==> src/rtl/core/btlq_pkg.sv <==
// btlq_pkg: shared types, constants and queue cursor helpers for the
// button tap / long-press qualifier. No dependencies.
`default_nettype none

package btlq_pkg;

  localparam int QUEUE_DEPTH = 4;
  localparam int CUR_MOD     = 2 * QUEUE_DEPTH;
  localparam int CUR_W       = $clog2(CUR_MOD);
  localparam int SLOT_W      = (QUEUE_DEPTH > 1) ? $clog2(QUEUE_DEPTH) : 1;

  localparam int ADDR_W      = 3;
  localparam int DATA_W      = 32;
  localparam int LONG_W      = 20;
  localparam int TAP_MIN_W   = 16;
  localparam int TIME_W      = 32;
  localparam int QCOUNT_W    = 3;

  localparam logic [LONG_W-1:0]    LONG_HOLD_RESET = 20'd3000;
  localparam logic [TAP_MIN_W-1:0] TAP_MIN_RESET   = 16'd30;

  typedef logic [CUR_W-1:0]  cursor_t;
  typedef logic [SLOT_W-1:0] slot_t;

  typedef enum logic [1:0] {
    FUNC_SAMPLE   = 2'd0,
    FUNC_POP_TAP  = 2'd1,
    FUNC_POP_LONG = 2'd2
  } func_t;

  typedef enum logic [0:0] {
    REG_LONG_HOLD = 1'b0,
    REG_TAP_MIN   = 1'b1
  } reg_idx_t;

  typedef struct packed {
    logic                tap_found;
    logic [TIME_W-1:0]   tap_time_ms;
    logic                long_press_seen;
    logic [QCOUNT_W-1:0] taps_queued;
  } rsp_t;

  function automatic cursor_t cur_inc(input cursor_t c);
    cursor_t r;
    r = (c == cursor_t'(CUR_MOD - 1)) ? '0 : c + cursor_t'(1);
    return r;
  endfunction

  function automatic slot_t cur_slot(input cursor_t c);
    slot_t s;
    if (c >= cursor_t'(QUEUE_DEPTH)) begin
      s = slot_t'(c - cursor_t'(QUEUE_DEPTH));
    end else begin
      s = slot_t'(c);
    end
    return s;
  endfunction

  function automatic cursor_t cur_fill(input cursor_t w, input cursor_t r);
    logic [CUR_W:0] d;
    if (w >= r) begin
      d = {1'b0, w} - {1'b0, r};
    end else begin
      d = {1'b0, w} + (CUR_W + 1)'(CUR_MOD) - {1'b0, r};
    end
    return cursor_t'(d);
  endfunction

endpackage

`default_nettype wire

==> src/rtl/core/btlq_cmd_if.sv <==
// btlq_cmd_if: command item channel (valid/ready) of the qualifier.
// Depends on btlq_pkg for field widths.
`default_nettype none

interface btlq_cmd_if;
  logic                          valid;
  logic                          ready;
  logic [1:0]                    func;
  logic                          pressed_level;
  logic [btlq_pkg::TIME_W-1:0]   time_ms;

  modport source (output valid, output func, output pressed_level, output time_ms,
                  input ready);
  modport sink   (input valid, input func, input pressed_level, input time_ms,
                  output ready);
endinterface

`default_nettype wire

==> src/rtl/core/btlq_rsp_if.sv <==
// btlq_rsp_if: result item channel (valid/ready) of the qualifier.
// Depends on btlq_pkg for field widths.
`default_nettype none

interface btlq_rsp_if;
  logic                          valid;
  logic                          ready;
  logic                          tap_found;
  logic [btlq_pkg::TIME_W-1:0]   tap_time_ms;
  logic                          long_press_seen;
  logic [btlq_pkg::QCOUNT_W-1:0] taps_queued;

  modport source (output valid, output tap_found, output tap_time_ms,
                  output long_press_seen, output taps_queued, input ready);
  modport sink   (input valid, input tap_found, input tap_time_ms,
                  input long_press_seen, input taps_queued, output ready);
endinterface

`default_nettype wire

==> src/rtl/core/button_tap_longpress_qualifier_unit.sv <==
// button_tap_longpress_qualifier_unit: top level of the button qualifier.
// Depends on btlq_pkg, btlq_cmd_if and btlq_rsp_if.
//
// usage:
//   cmd carries one item per handshake: func selects a button sample, a tap
//   pop or a long-press pop; pressed_level and time_ms go with a sample.
//   rsp returns exactly one result item per command item, in order.
//   the apb port sets long_hold_ms (addr 0) and tap_min_ms (addr 4); write
//   only while no items are in flight.
// timing:
//   a result is registered after its command is accepted. one item per
//   cycle is sustained while rsp keeps taking results: state update and result
//   are a single compare/update pass between the command handshake and the output registers.
// stall:
//   a two-entry output (result register plus skid register) lets one more
//   item in while a result waits; cmd.ready drops only when the skid holds
//   an item, and rises again the cycle after rsp takes one.
// reset:
//   rst clears the button state, the long flag, both queue cursors and the
//   output valids, and restores the register defaults. the tap store itself
//   is not cleared; only written entries are ever read.
`default_nettype none

module button_tap_longpress_qualifier_unit (
  input  wire                            clk,
  input  wire                            rst,
  btlq_cmd_if.sink                       cmd,
  btlq_rsp_if.source                     rsp,
  input  wire                            psel,
  input  wire                            penable,
  input  wire                            pwrite,
  input  wire [btlq_pkg::ADDR_W-1:0]     paddr,
  input  wire [btlq_pkg::DATA_W-1:0]     pwdata,
  output logic [btlq_pkg::DATA_W-1:0]    prdata,
  output logic                           pready
);

  logic [btlq_pkg::LONG_W-1:0]    long_hold_ms;
  logic [btlq_pkg::TAP_MIN_W-1:0] tap_min_ms;

  logic                           held_down, held_down_next;
  logic [btlq_pkg::TIME_W-1:0]    press_start_ms, press_start_ms_next;
  logic                           long_marked, long_marked_next;
  logic                           long_flag, long_flag_next;
  btlq_pkg::cursor_t              wr_cursor, wr_cursor_next;
  btlq_pkg::cursor_t              rd_cursor, rd_cursor_next;
  logic [btlq_pkg::TIME_W-1:0]    tap_times [btlq_pkg::QUEUE_DEPTH];

  logic                           push_en;
  logic [btlq_pkg::TIME_W-1:0]    start_eff;
  logic [btlq_pkg::TIME_W-1:0]    elapsed;
  logic [btlq_pkg::TIME_W-1:0]    long_ext;
  logic [btlq_pkg::TIME_W-1:0]    tap_min_ext;
  btlq_pkg::cursor_t              fill_now;
  btlq_pkg::cursor_t              fill_after;
  logic [31:0]                    fill_wide;
  btlq_pkg::rsp_t                 rsp_next;

  btlq_pkg::rsp_t                 out_q;
  logic                           out_valid;
  btlq_pkg::rsp_t                 skid_q;
  logic                           skid_valid;

  logic                           accept;
  logic                           pop;
  logic                           cfg_wr;

  assign pready = 1'b1;
  assign cfg_wr = psel && penable && pwrite && pready;

  always_ff @(posedge clk) begin
    if (rst) begin
      long_hold_ms <= btlq_pkg::LONG_HOLD_RESET;
      tap_min_ms   <= btlq_pkg::TAP_MIN_RESET;
    end else if (cfg_wr) begin
      case (btlq_pkg::reg_idx_t'(paddr[2]))
        btlq_pkg::REG_LONG_HOLD: long_hold_ms <= pwdata[btlq_pkg::LONG_W-1:0];
        btlq_pkg::REG_TAP_MIN:   tap_min_ms   <= pwdata[btlq_pkg::TAP_MIN_W-1:0];
        default: ;
      endcase
    end
  end

  always_comb begin
    case (btlq_pkg::reg_idx_t'(paddr[2]))
      btlq_pkg::REG_LONG_HOLD: prdata = btlq_pkg::DATA_W'(long_hold_ms);
      btlq_pkg::REG_TAP_MIN:   prdata = btlq_pkg::DATA_W'(tap_min_ms);
      default:                 prdata = '0;
    endcase
  end

  assign cmd.ready = !skid_valid;
  assign accept    = cmd.valid && cmd.ready;
  assign pop       = out_valid && rsp.ready;

  assign long_ext    = btlq_pkg::TIME_W'(long_hold_ms);
  assign tap_min_ext = btlq_pkg::TIME_W'(tap_min_ms);
  assign fill_now    = btlq_pkg::cur_fill(wr_cursor, rd_cursor);
  assign start_eff   = held_down ? press_start_ms : cmd.time_ms;
  assign elapsed     = cmd.time_ms - start_eff;

  always_comb begin
    held_down_next      = held_down;
    press_start_ms_next = press_start_ms;
    long_marked_next    = long_marked;
    long_flag_next      = long_flag;
    wr_cursor_next      = wr_cursor;
    rd_cursor_next      = rd_cursor;
    push_en             = 1'b0;
    rsp_next            = '0;

    case (cmd.func)
      btlq_pkg::FUNC_SAMPLE: begin
        if (cmd.pressed_level) begin
          held_down_next      = 1'b1;
          press_start_ms_next = start_eff;
          long_marked_next    = held_down ? long_marked : 1'b0;
          if (!long_marked_next && elapsed >= long_ext) begin
            long_marked_next = 1'b1;
            long_flag_next   = 1'b1;
          end
        end else if (held_down) begin
          held_down_next = 1'b0;
          if (!long_marked) begin
            if (elapsed >= long_ext) begin
              long_marked_next = 1'b1;
              long_flag_next   = 1'b1;
            end else if (elapsed >= tap_min_ext &&
                         fill_now < btlq_pkg::cursor_t'(btlq_pkg::QUEUE_DEPTH)) begin
              push_en        = 1'b1;
              wr_cursor_next = btlq_pkg::cur_inc(wr_cursor);
            end
          end
        end
      end
      btlq_pkg::FUNC_POP_TAP: begin
        if (fill_now != '0) begin
          rsp_next.tap_found   = 1'b1;
          rsp_next.tap_time_ms = tap_times[btlq_pkg::cur_slot(rd_cursor)];
          rd_cursor_next       = btlq_pkg::cur_inc(rd_cursor);
        end
      end
      btlq_pkg::FUNC_POP_LONG: begin
        rsp_next.long_press_seen = long_flag;
        long_flag_next           = 1'b0;
      end
      default: ;
    endcase

    fill_after           = btlq_pkg::cur_fill(wr_cursor_next, rd_cursor_next);
    fill_wide            = 32'(fill_after);
    rsp_next.taps_queued = fill_wide[btlq_pkg::QCOUNT_W-1:0];
  end

  always_ff @(posedge clk) begin
    if (rst) begin
      held_down      <= 1'b0;
      press_start_ms <= '0;
      long_marked    <= 1'b0;
      long_flag      <= 1'b0;
      wr_cursor      <= '0;
      rd_cursor      <= '0;
    end else if (accept) begin
      held_down      <= held_down_next;
      press_start_ms <= press_start_ms_next;
      long_marked    <= long_marked_next;
      long_flag      <= long_flag_next;
      wr_cursor      <= wr_cursor_next;
      rd_cursor      <= rd_cursor_next;
    end
  end

  always_ff @(posedge clk) begin
    if (accept && push_en) begin
      tap_times[btlq_pkg::cur_slot(wr_cursor)] <= cmd.time_ms;
    end
  end

  // result register plus skid register
  always_ff @(posedge clk) begin
    if (rst) begin
      out_valid  <= 1'b0;
      skid_valid <= 1'b0;
    end else if (skid_valid) begin
      if (pop) begin
        skid_valid <= 1'b0;
      end
    end else if (accept) begin
      if (out_valid && !pop) begin
        skid_valid <= 1'b1;
      end else begin
        out_valid <= 1'b1;
      end
    end else if (pop) begin
      out_valid <= 1'b0;
    end
  end

  always_ff @(posedge clk) begin
    if (skid_valid) begin
      if (pop) begin
        out_q <= skid_q;
      end
    end else if (accept) begin
      if (out_valid && !pop) begin
        skid_q <= rsp_next;
      end else begin
        out_q <= rsp_next;
      end
    end
  end

  assign rsp.valid           = out_valid;
  assign rsp.tap_found       = out_q.tap_found;
  assign rsp.tap_time_ms     = out_q.tap_time_ms;
  assign rsp.long_press_seen = out_q.long_press_seen;
  assign rsp.taps_queued     = out_q.taps_queued;

  a_skid_behind_out: assert property (@(posedge clk) disable iff (rst)
    skid_valid |-> out_valid)
    else $error("skid holds an item while the result register is empty");

  a_fill_bound: assert property (@(posedge clk) disable iff (rst)
    fill_now <= btlq_pkg::cursor_t'(btlq_pkg::QUEUE_DEPTH))
    else $error("tap queue fill beyond its depth");

  a_pop_long_clears: assert property (@(posedge clk) disable iff (rst)
    (accept && cmd.func == btlq_pkg::FUNC_POP_LONG) |=> !long_flag)
    else $error("long flag still pending after a pop-long item");

  a_release_on_item: assert property (@(posedge clk) disable iff (rst)
    $fell(held_down) |-> $past(accept))
    else $error("button state changed without an accepted item");

endmodule

`default_nettype wire
==> src/flat_wrapper.sv <==
// flat-port wrapper written by rule: the top's interface ports become plain ports
module button_tap_longpress_qualifier_unit_flat 
  (clk, rst, psel, penable, pwrite, paddr, pwdata, prdata, pready, cmd_valid, cmd_func, cmd_pressed_level, cmd_time_ms, cmd_ready, rsp_valid, rsp_tap_found, rsp_tap_time_ms, rsp_long_press_seen, rsp_taps_queued, rsp_ready);
  btlq_cmd_if cmd_i ();
  btlq_rsp_if rsp_i ();
  input  wire clk;
  input  wire rst;
  input  wire psel;
  input  wire penable;
  input  wire pwrite;
  input  wire [btlq_pkg::ADDR_W-1:0] paddr;
  input  wire [btlq_pkg::DATA_W-1:0] pwdata;
  output logic [btlq_pkg::DATA_W-1:0] prdata;
  output logic pready;
  input wire logic [$bits(cmd_i.valid)-1:0] cmd_valid;
  input wire logic [$bits(cmd_i.func)-1:0] cmd_func;
  input wire logic [$bits(cmd_i.pressed_level)-1:0] cmd_pressed_level;
  input wire logic [$bits(cmd_i.time_ms)-1:0] cmd_time_ms;
  output wire logic [$bits(cmd_i.ready)-1:0] cmd_ready;
  output wire logic [$bits(rsp_i.valid)-1:0] rsp_valid;
  output wire logic [$bits(rsp_i.tap_found)-1:0] rsp_tap_found;
  output wire logic [$bits(rsp_i.tap_time_ms)-1:0] rsp_tap_time_ms;
  output wire logic [$bits(rsp_i.long_press_seen)-1:0] rsp_long_press_seen;
  output wire logic [$bits(rsp_i.taps_queued)-1:0] rsp_taps_queued;
  input wire logic [$bits(rsp_i.ready)-1:0] rsp_ready;
  assign cmd_i.valid = cmd_valid;
  assign cmd_i.func = cmd_func;
  assign cmd_i.pressed_level = cmd_pressed_level;
  assign cmd_i.time_ms = cmd_time_ms;
  assign cmd_ready = cmd_i.ready;
  assign rsp_valid = rsp_i.valid;
  assign rsp_tap_found = rsp_i.tap_found;
  assign rsp_tap_time_ms = rsp_i.tap_time_ms;
  assign rsp_long_press_seen = rsp_i.long_press_seen;
  assign rsp_taps_queued = rsp_i.taps_queued;
  assign rsp_i.ready = rsp_ready;
  button_tap_longpress_qualifier_unit u_core (.clk(clk), .rst(rst), .cmd(cmd_i), .rsp(rsp_i), .psel(psel), .penable(penable), .pwrite(pwrite), .paddr(paddr), .pwdata(pwdata), .prdata(prdata), .pready(pready));
endmodule
==> config.mk <==
export PLATFORM = sky130hd
export DESIGN_NAME = button_tap_longpress_qualifier_unit_flat
export DESIGN_NICKNAME = d
export VERILOG_FILES = /design/src/rtl/core/btlq_pkg.sv /design/src/rtl/core/btlq_cmd_if.sv /design/src/rtl/core/btlq_rsp_if.sv /design/src/rtl/core/button_tap_longpress_qualifier_unit.sv /design/src/flat_wrapper.sv
export SDC_FILE = /design/constraint.sdc
export NUM_CORES = 1
export LEC_CHECK = 0
export ABC_AREA = 1
export BUFFER_PORTS_ARGS = -buffer_cell sky130_fd_sc_hd__buf_2
export CAP_MARGIN = 20
export CORE_MARGIN = 5
export CORE_UTILIZATION = 40
export CTS_CLUSTER_DIAMETER = 120
export DETAILED_ROUTE_END_ITERATION = 8
export PLACE_DENSITY = 0.69
export REMOVE_ABC_BUFFERS = 1
export SLEW_MARGIN = 20
export SYNTH_ARGS = -nofsm -noshare
export SYNTH_HDL_FRONTEND = slang
export SYNTH_SLANG_ARGS = --single-unit
==> constraint.sdc <==
create_clock -name clk -period 5.1 [get_ports clk]
set_input_delay 0.51 -clock clk [delete_from_list [all_inputs] [get_ports clk]]
set_output_delay 0.51 -clock clk [all_outputs]
set_load 0.005 [all_outputs]
# [After elaboration in Yosys (flattened, before gate mapping)]
# Memories as Yosys holds them, arrays and structs flattened.
# Index checks and enable logic that the tools add are counted.
[word_totals] register_bits=153 ramBits=128 input_bits=77 output_inout_bits=72 wordCells=130 mem_count=1
[classes] add_sub_neg=11 magnitude_cmp=7 eq_ne=11 mux=54 bitwise=2 n_reduce_logical=26
[mem_list] name="u_core.tap_times" depth=4 word_bits=32 rd=1 rd_ports_with_merged_regs=0 wr=1 line="button_tap_longpress_qualifier_unit.sv:47" text="logic [btlq_pkg::TIME_W-1:0] tap_times [btlq_pkg::QUEUE_DEPTH];"
[ops] cell="37-bit two-way mux" count=4
[ops] cell="33-bit two-way mux" count=2
[ops] cell="32-bit case mux with 2 select lines" count=1
[ops] cell="3-bit two-way mux" count=12
[ops] cell="32-bit by 16-bit greater-or-equal comparator with 1-bit output" count=1
[ops] cell="32-bit by 20-bit greater-or-equal comparator with 1-bit output" count=1
[ops] cell="32-bit two-way mux" count=1
[ops] cell="32-bit subtractor" count=1
[ops] cell="1-bit two-way mux" count=28
[ops] cell="3-bit AND reduction" count=5
[ops] cell="3-bit by 1-bit adder with 3-bit output, second input constant" count=4
[ops] cell="3-bit subtractor" count=4
[ops] cell="2-bit two-way mux" count=5
[ops] cell="3-bit by 2-bit != test with 1-bit output, second input constant" count=3
[ops] cell="1-bit logical AND" count=8
[ops] cell="2-bit nonzero test" count=4
[ops] cell="3-bit equality test, second input constant" count=2
[ops] cell="3-bit greater-or-equal comparator" count=2
[ops] cell="3-bit greater-or-equal comparator, second input constant" count=2
[ops] cell="2-bit AND reduction" count=3
[ops] cell="6-bit AND reduction" count=1
[ops] cell="2-bit != test, second input constant" count=2
[ops] cell="2-bit by 1-bit subtractor with 2-bit output, second input constant" count=2
[ops] cell="1-bit logical NOT" count=3
[ops] cell="9 further kinds" count=10

# [Logic depth before layout (Yosys ltp)]
[depth] ltp_word=17 mapped_depth=36 mapped_depth_nobuf=36

# [Worst setup path after synthesis]
# Ideal clock, no wire load.
[synth_path] path_kind="reg2reg" start="register u_core.held_down" end="memory u_core.tap_times[0][0] in the netlist's numbering, enable pin" setup_time_ns=0.421 t_arrival_ns=4.950 t_required_ns=4.679 slack_ns=-0.271 path_stages_with_launch=28 n_path_buf=2 period_less_slack_ns=5.371 path_cell_list="dfxtp_1 -> buf_2 -> buf_1 -> mux2i_1 -> ha_1 -> nand2_1 -> nand2_1 -> a21oi_1 -> nand2_2 -> nand2_1 -> nand2_2 -> nand2_1 -> nand2_1 -> or2_1 -> nand2_1 -> inv_1 -> ha_1 -> nand2_1 -> nor2_1 -> a211oi_1 -> nand2_1 -> nor2_1 -> nand2_1 -> nor2_2 -> nand2_2 -> clkinv_4 -> nand3_4 -> nor2_1"
[synth_between] elab_chain_len=13 word_cells_on_any_way=14 cone_classes="add/sub (1); order compare (2); mux (9); reduce/logical (2)"
[synth_lines] item="from (decl)" line="button_tap_longpress_qualifier_unit.sv:41" text="logic held_down, held_down_next;"
[synth_lines] item="from (signal assigned)" line="button_tap_longpress_qualifier_unit.sv:164" text="held_down <= held_down_next;"
[synth_lines] item="32-bit two-way mux" line="button_tap_longpress_qualifier_unit.sv:99" text="assign start_eff = held_down ? press_start_ms : cmd.time_ms;"
[synth_lines] item="32-bit subtractor" line="button_tap_longpress_qualifier_unit.sv:100" text="assign elapsed = cmd.time_ms - start_eff;"
[synth_lines] item="32-bit by 16-bit greater-or-equal comparator with 1-bit output" line="button_tap_longpress_qualifier_unit.sv:128" text="end else if (elapsed >= tap_min_ext &&"
[synth_lines] item="1-bit logical AND" line="button_tap_longpress_qualifier_unit.sv:128"
[synth_lines] item="1-bit two-way mux" line="button_tap_longpress_qualifier_unit.sv:128"
[synth_lines] item="1-bit two-way mux" line="button_tap_longpress_qualifier_unit.sv:125" text="if (elapsed >= long_ext) begin"
[synth_lines] item="1-bit two-way mux" line="button_tap_longpress_qualifier_unit.sv:124" text="if (!long_marked) begin"
[synth_lines] item="1-bit two-way mux *" line="button_tap_longpress_qualifier_unit.sv:122" text="end else if (held_down) begin"
[synth_lines] item="1-bit two-way mux *" line="button_tap_longpress_qualifier_unit.sv:114" text="if (cmd.pressed_level) begin"
[synth_lines] item="1-bit two-way mux *" line="button_tap_longpress_qualifier_unit.sv:112" text="case (cmd.func)"
[synth_lines] item="1-bit logical AND *" line="button_tap_longpress_qualifier_unit.sv:174" text="if (accept && push_en) begin"
[synth_lines] item="1-bit two-way mux *" line="button_tap_longpress_qualifier_unit.sv:174"
[synth_lines] item="1-bit two-way mux (not written as such) *" line="button_tap_longpress_qualifier_unit.sv:175" text="tap_times[btlq_pkg::cur_slot(wr_cursor)] <= cmd.time_ms;"
[synth_lines] item="to (decl)" line="button_tap_longpress_qualifier_unit.sv:47"
# Mark *: on every way between the ends. The rest lies on a longest branch, timed or not.

# [Worst setup path in the final report]
[layout_path] start="register u_core.held_down" end="register u_core.out_q (netlist bit u_core.rsp.taps_queued[2]) (data pin)"
[layout_between] elab_chain_len=16 word_cells_on_any_way=19 cone_classes="add/sub (4); order compare (3); mux (11); reduce/logical (1)"
[layout_lines] item="32-bit two-way mux" line="button_tap_longpress_qualifier_unit.sv:99"
[layout_lines] item="32-bit subtractor" line="button_tap_longpress_qualifier_unit.sv:100"
[layout_lines] item="32-bit by 16-bit greater-or-equal comparator with 1-bit output" line="button_tap_longpress_qualifier_unit.sv:128"
[layout_lines] item="1-bit logical AND" line="button_tap_longpress_qualifier_unit.sv:128"
[layout_lines] item="3-bit two-way mux" line="button_tap_longpress_qualifier_unit.sv:128"
[layout_lines] item="3-bit two-way mux" line="button_tap_longpress_qualifier_unit.sv:125"
[layout_lines] item="3-bit two-way mux" line="button_tap_longpress_qualifier_unit.sv:124"
[layout_lines] item="3-bit two-way mux *" line="button_tap_longpress_qualifier_unit.sv:122"
[layout_lines] item="3-bit two-way mux *" line="button_tap_longpress_qualifier_unit.sv:114"
[layout_lines] item="3-bit two-way mux *" line="button_tap_longpress_qualifier_unit.sv:112"
[layout_lines] item="3-bit by 1-bit adder with 3-bit output" line="btlq_pkg.sv:64" text="d = {1'b0, w} + (CUR_W + 1)'(CUR_MOD) - {1'b0, r};"
[layout_lines] item="3-bit subtractor" line="btlq_pkg.sv:64"
[layout_lines] item="3-bit two-way mux *" line="btlq_pkg.sv:61" text="if (w >= r) begin"
[layout_lines] item="net u_core.fill_after[2]" line="button_tap_longpress_qualifier_unit.sv:55" text="btlq_pkg::cursor_t fill_after;"
[layout_lines] item="37-bit two-way mux *" line="button_tap_longpress_qualifier_unit.sv:205" text="if (out_valid && !pop) begin"
[layout_lines] item="37-bit two-way mux *" line="button_tap_longpress_qualifier_unit.sv:204" text="end else if (accept) begin"
[layout_lines] item="37-bit two-way mux *" line="button_tap_longpress_qualifier_unit.sv:200" text="if (skid_valid) begin"
[layout_lines] item="to (signal assigned)" line="button_tap_longpress_qualifier_unit.sv:202" text="out_q <= skid_q;"
[layout_lines] item="to (signal assigned)" line="button_tap_longpress_qualifier_unit.sv:208" text="out_q <= rsp_next;"
[layout_lines] item="to (decl)" line="button_tap_longpress_qualifier_unit.sv:59" text="btlq_pkg::rsp_t out_q;"
# Mark *: on every way through the listed nets, which the timed path passes. The rest lies on a longest branch. The select of a mux whose other input is x is not followed.
# A chain may end at the register's enable or synchronous reset.

==> results.toml <==
[sta]
fin_ws_ps = 294
period_needed_ps = 4810
final_hold_viol_count = 0
tightest_slew_ps = 1050
finClkSkew_ps = 12.0
fmax_mhz = 208
slew_headroom = 0.299
slew_violations = 0
finalSetupViolCount = 0
tns_ps = 0
period_share = 0.942

[synth]
yosysTopAreaCell = "edfxtp_1"
synth_seq_cells = 281
ys.flop_type = "edfxtp_1"
synth_common_cells = "403 x nand2_1, 234 x nor2_1, 202 x edfxtp_1, 197 x inv_1, 132 x o21ai_0"
ys_seq_area_frac = 0.520
yosys_warnings = 0
syn-mean-instance-area_sq_um = 8.66
synth_cells = 1699
yosys-top-cells-area = "edfxtp_1 41%, dfxtp_1 11%, nand2_1 10%, ha_1 6.7%, nor2_1 6.0%"
ys_types = 40
yosysTopAreaCellShare = 0.412
synth_edf_count = 202
yosysMostFrequentCell = "nand2_1"
postSynth.asyncResetShare = 0
netlist_area_sq_mm = 0.0147

[placed_design]
io_buffers = 121
dp_hpwl_mm = 24.3
place.gp.congestion = 0.884
pre_cts_slack_ps = 11.2
dpl-instance-area_sq_mm = 0.0158

[clock_tree]
htreeDepth = 1
numCtsBuffers = 30
cts_sinks = 281
worst_skew_pair.late_latency_ps = 560
cts.path.max_buffers = 3
clock-root-buffer = "clkbuf_16"
cts_tree = "done"
clkTransAtPathRegs_ps = 60

[power_and_ir_drop]
p_leak_uw = 0.00751
p_total_uw = 5760
vdd_ir_drop_max_v = 0.000231
pwr-share-clk = 0.390
switching_share = 0.270
power.density_mw_per_mm2 = 333
p_sw_uw = 1560
p_seq_frac = 0.441
p_comb_frac = 0.169
p_int_uw = 4200

[critical_path]
crit_top_cell = "nand2_1"
crit_arrival_ps = 5130
slowest_stage = "dfxtp_4"
critPathKind = "flop to flop"
cpPeakStageDelay_ps = 420
worstSetupStartpointType = "flop"
cp-startpoint = "u_core.held_down"
crit_path_end_kind = "flop"
crit_fanout = 6
cp.required_ps = 5420
r2r_start = "u_core.held_down"

[die]
die_x_um = 202
die_y_um = 202
start_util = 0.404
coreArea_sq_mm = 0.0364
ios = 149
die_area_sq_mm = 0.0407
rows = 70

[grt]
antenna_found_initial = 0
grt_use_met1 = 0.231
grt_start_max_net_pins = 70
grtUsageTotal = 0.167
busiest_layer = "met2"
grt_pass1_vias = 11100
grt_pass1_wl_mm = 56.3
grt_overflow = 0
grtUsageMet3 = 0.0213
use_met2 = 0.279

[drt]
avgRoutedWirePerCell_um = 15.2
drc_errors = 0
drt_iter0_drc = 714
wl_mm = 35.2
dr.pass1.iters = 5
via_per_inst = 4.93
vias = 11400
final_antenna_net_count = 0

[run]
maxCapViolCount = 0

[finish]
final_cell_area_sq_mm = 0.0173
fillCellCount = 3428
nets = 1978
drive_gt1_frac = 0.157
syn2layout_area_growth_pct = 17.7

[worst_hold_path]
min_from = "pwdata[5]"
min_path_type = "input pin to flop"

[outcome]
status = "complete, no violations"
cell families (layout without fill, tap and decap cells):
family | count (synthesis) | after routing | synth area share
other | 2 | 14 | 0.000511
buffers and inverters | 280 | 413 | 0.0756
DFF | 281 | 281 | 0.520
adders and majority gates | 82 | 82 | 0.0713
xor gates and xnor gates | 19 | 19 | 0.0113
and+or+nand+nor | 720 | 720 | 0.196
AOI/OAI and AO/OA | 285 | 285 | 0.105
muxes | 30 | 30 | 0.0204
registers in the layout (all words and copies together), names as in the netlist:
signal	cells
u_core.tap_times	128
u_core.skid_q	37
u_core.press_start_ms	32
u_core.rsp.tap_time_ms	32
u_core.long_hold_ms	20
u_core.tap_min_ms	16
u_core.rd_cursor	3
u_core.rsp.taps_queued	3
u_core.wr_cursor	3
u_core.held_down	1
u_core.long_flag	1
u_core.long_marked	1
u_core.rsp.long_press_seen	1
u_core.rsp.tap_found	1
u_core.rsp.valid	1
u_core.skid_valid	1
final cells by class:
type	instances	area (sq um)	area share
Timing Repair Buffer	150	932	0.0539
Tap cell	468	586	0.0338
Sequential cell	281	7650	0.442
Clock buffer	47	973	0.0563
Antenna cell	1	2.50	0.000145
Inverter	207	782	0.0452
Multi-Input combinational cell	1149	6290	0.364
Clock inverter	9	81.3	0.00470
power by group through the flow:
stage	Clock, uW	Combinational [uW]	Sequential (uW)
after floorplan	0	587	2610
after global placement	0	882	2590
after detailed placement	0	910	2590
after CTS	2280	917	2540
after global routing	2380	1120	2540
final	2240	971	2540
placed cells by master (no fill, tap or decap), types with 4 or more instances in the layout:
cell,n
nand3_2,4
buf_4,20
mux2i_2,9
mux2i_1,16
ha_4,9
o21ai_0,131
nor2_1,227
a211oi_1,30
edfxtp_1,202
ha_1,65
mux2i_4,5
clkbuf_8,7
nand3_1,32
dfxtp_1,77
nand2_1,401
clkbuf_16,35
buf_2,121
nand4_1,8
nor3_1,9
xor2_1,13
nand2_2,18
ha_2,5
inv_2,8
inv_1,196
conb_1,13
nor2_2,12
buf_12,7
a21oi_1,109
worst max-delay path: cells and delay by family, from the launching register on:
kind,cells,cell delay (ps)
flops,1,420
simple gates,19,1730
mux,1,300
fa+ha+maj,4,1060
compound gates,3,520
buf+inv,4,330
xor+xnor,1,190
through the flow:
stage               std cells   util  hold slack (ps)
finish                   2312  0.475              178
global route             2311  0.475              172
CTS                      2301  0.464              154
detailed placement       2245  0.435              452
global placement         2245  0.435              446
floorplan                1637      -              431
worst paths after layout:
check / slack (ps) / to / depth (start not counted)
worst min-delay path: 180 / u_core.long_hold_ms[5] / 3
worst max register to register: 290 / u_core.rsp.taps_queued[2] / 32
worst max-delay path: 290 / u_core.rsp.taps_queued[2] / 32
worst min register to register: 460 / u_core.press_start_ms[1] / 2
routing by layer:
| layer | vias up | wire length, um |
|---|---|---|
| li1 | 5796 | - |
| met1 | 5313 | 16400 |
| met2 | 251 | 16700 |
| met3 | 35 | 1620 |
| met4 | 0 | 505 |
| met5 | - | 0 |
what timing repair did:
| action | 4_1_cts | 5_1_grt |
|---|---|---|
| setup buffers | 0 | 8 |
| pin swaps | 0 | 6 |
| hold buffers | 0 | 0 |
| endpoints found under the setup margin | 1 | 4 |
| gates cloned | 0 | 1 |
| gates resized for setup | 1 | 53 |
(Power assumes the default switching activity.)
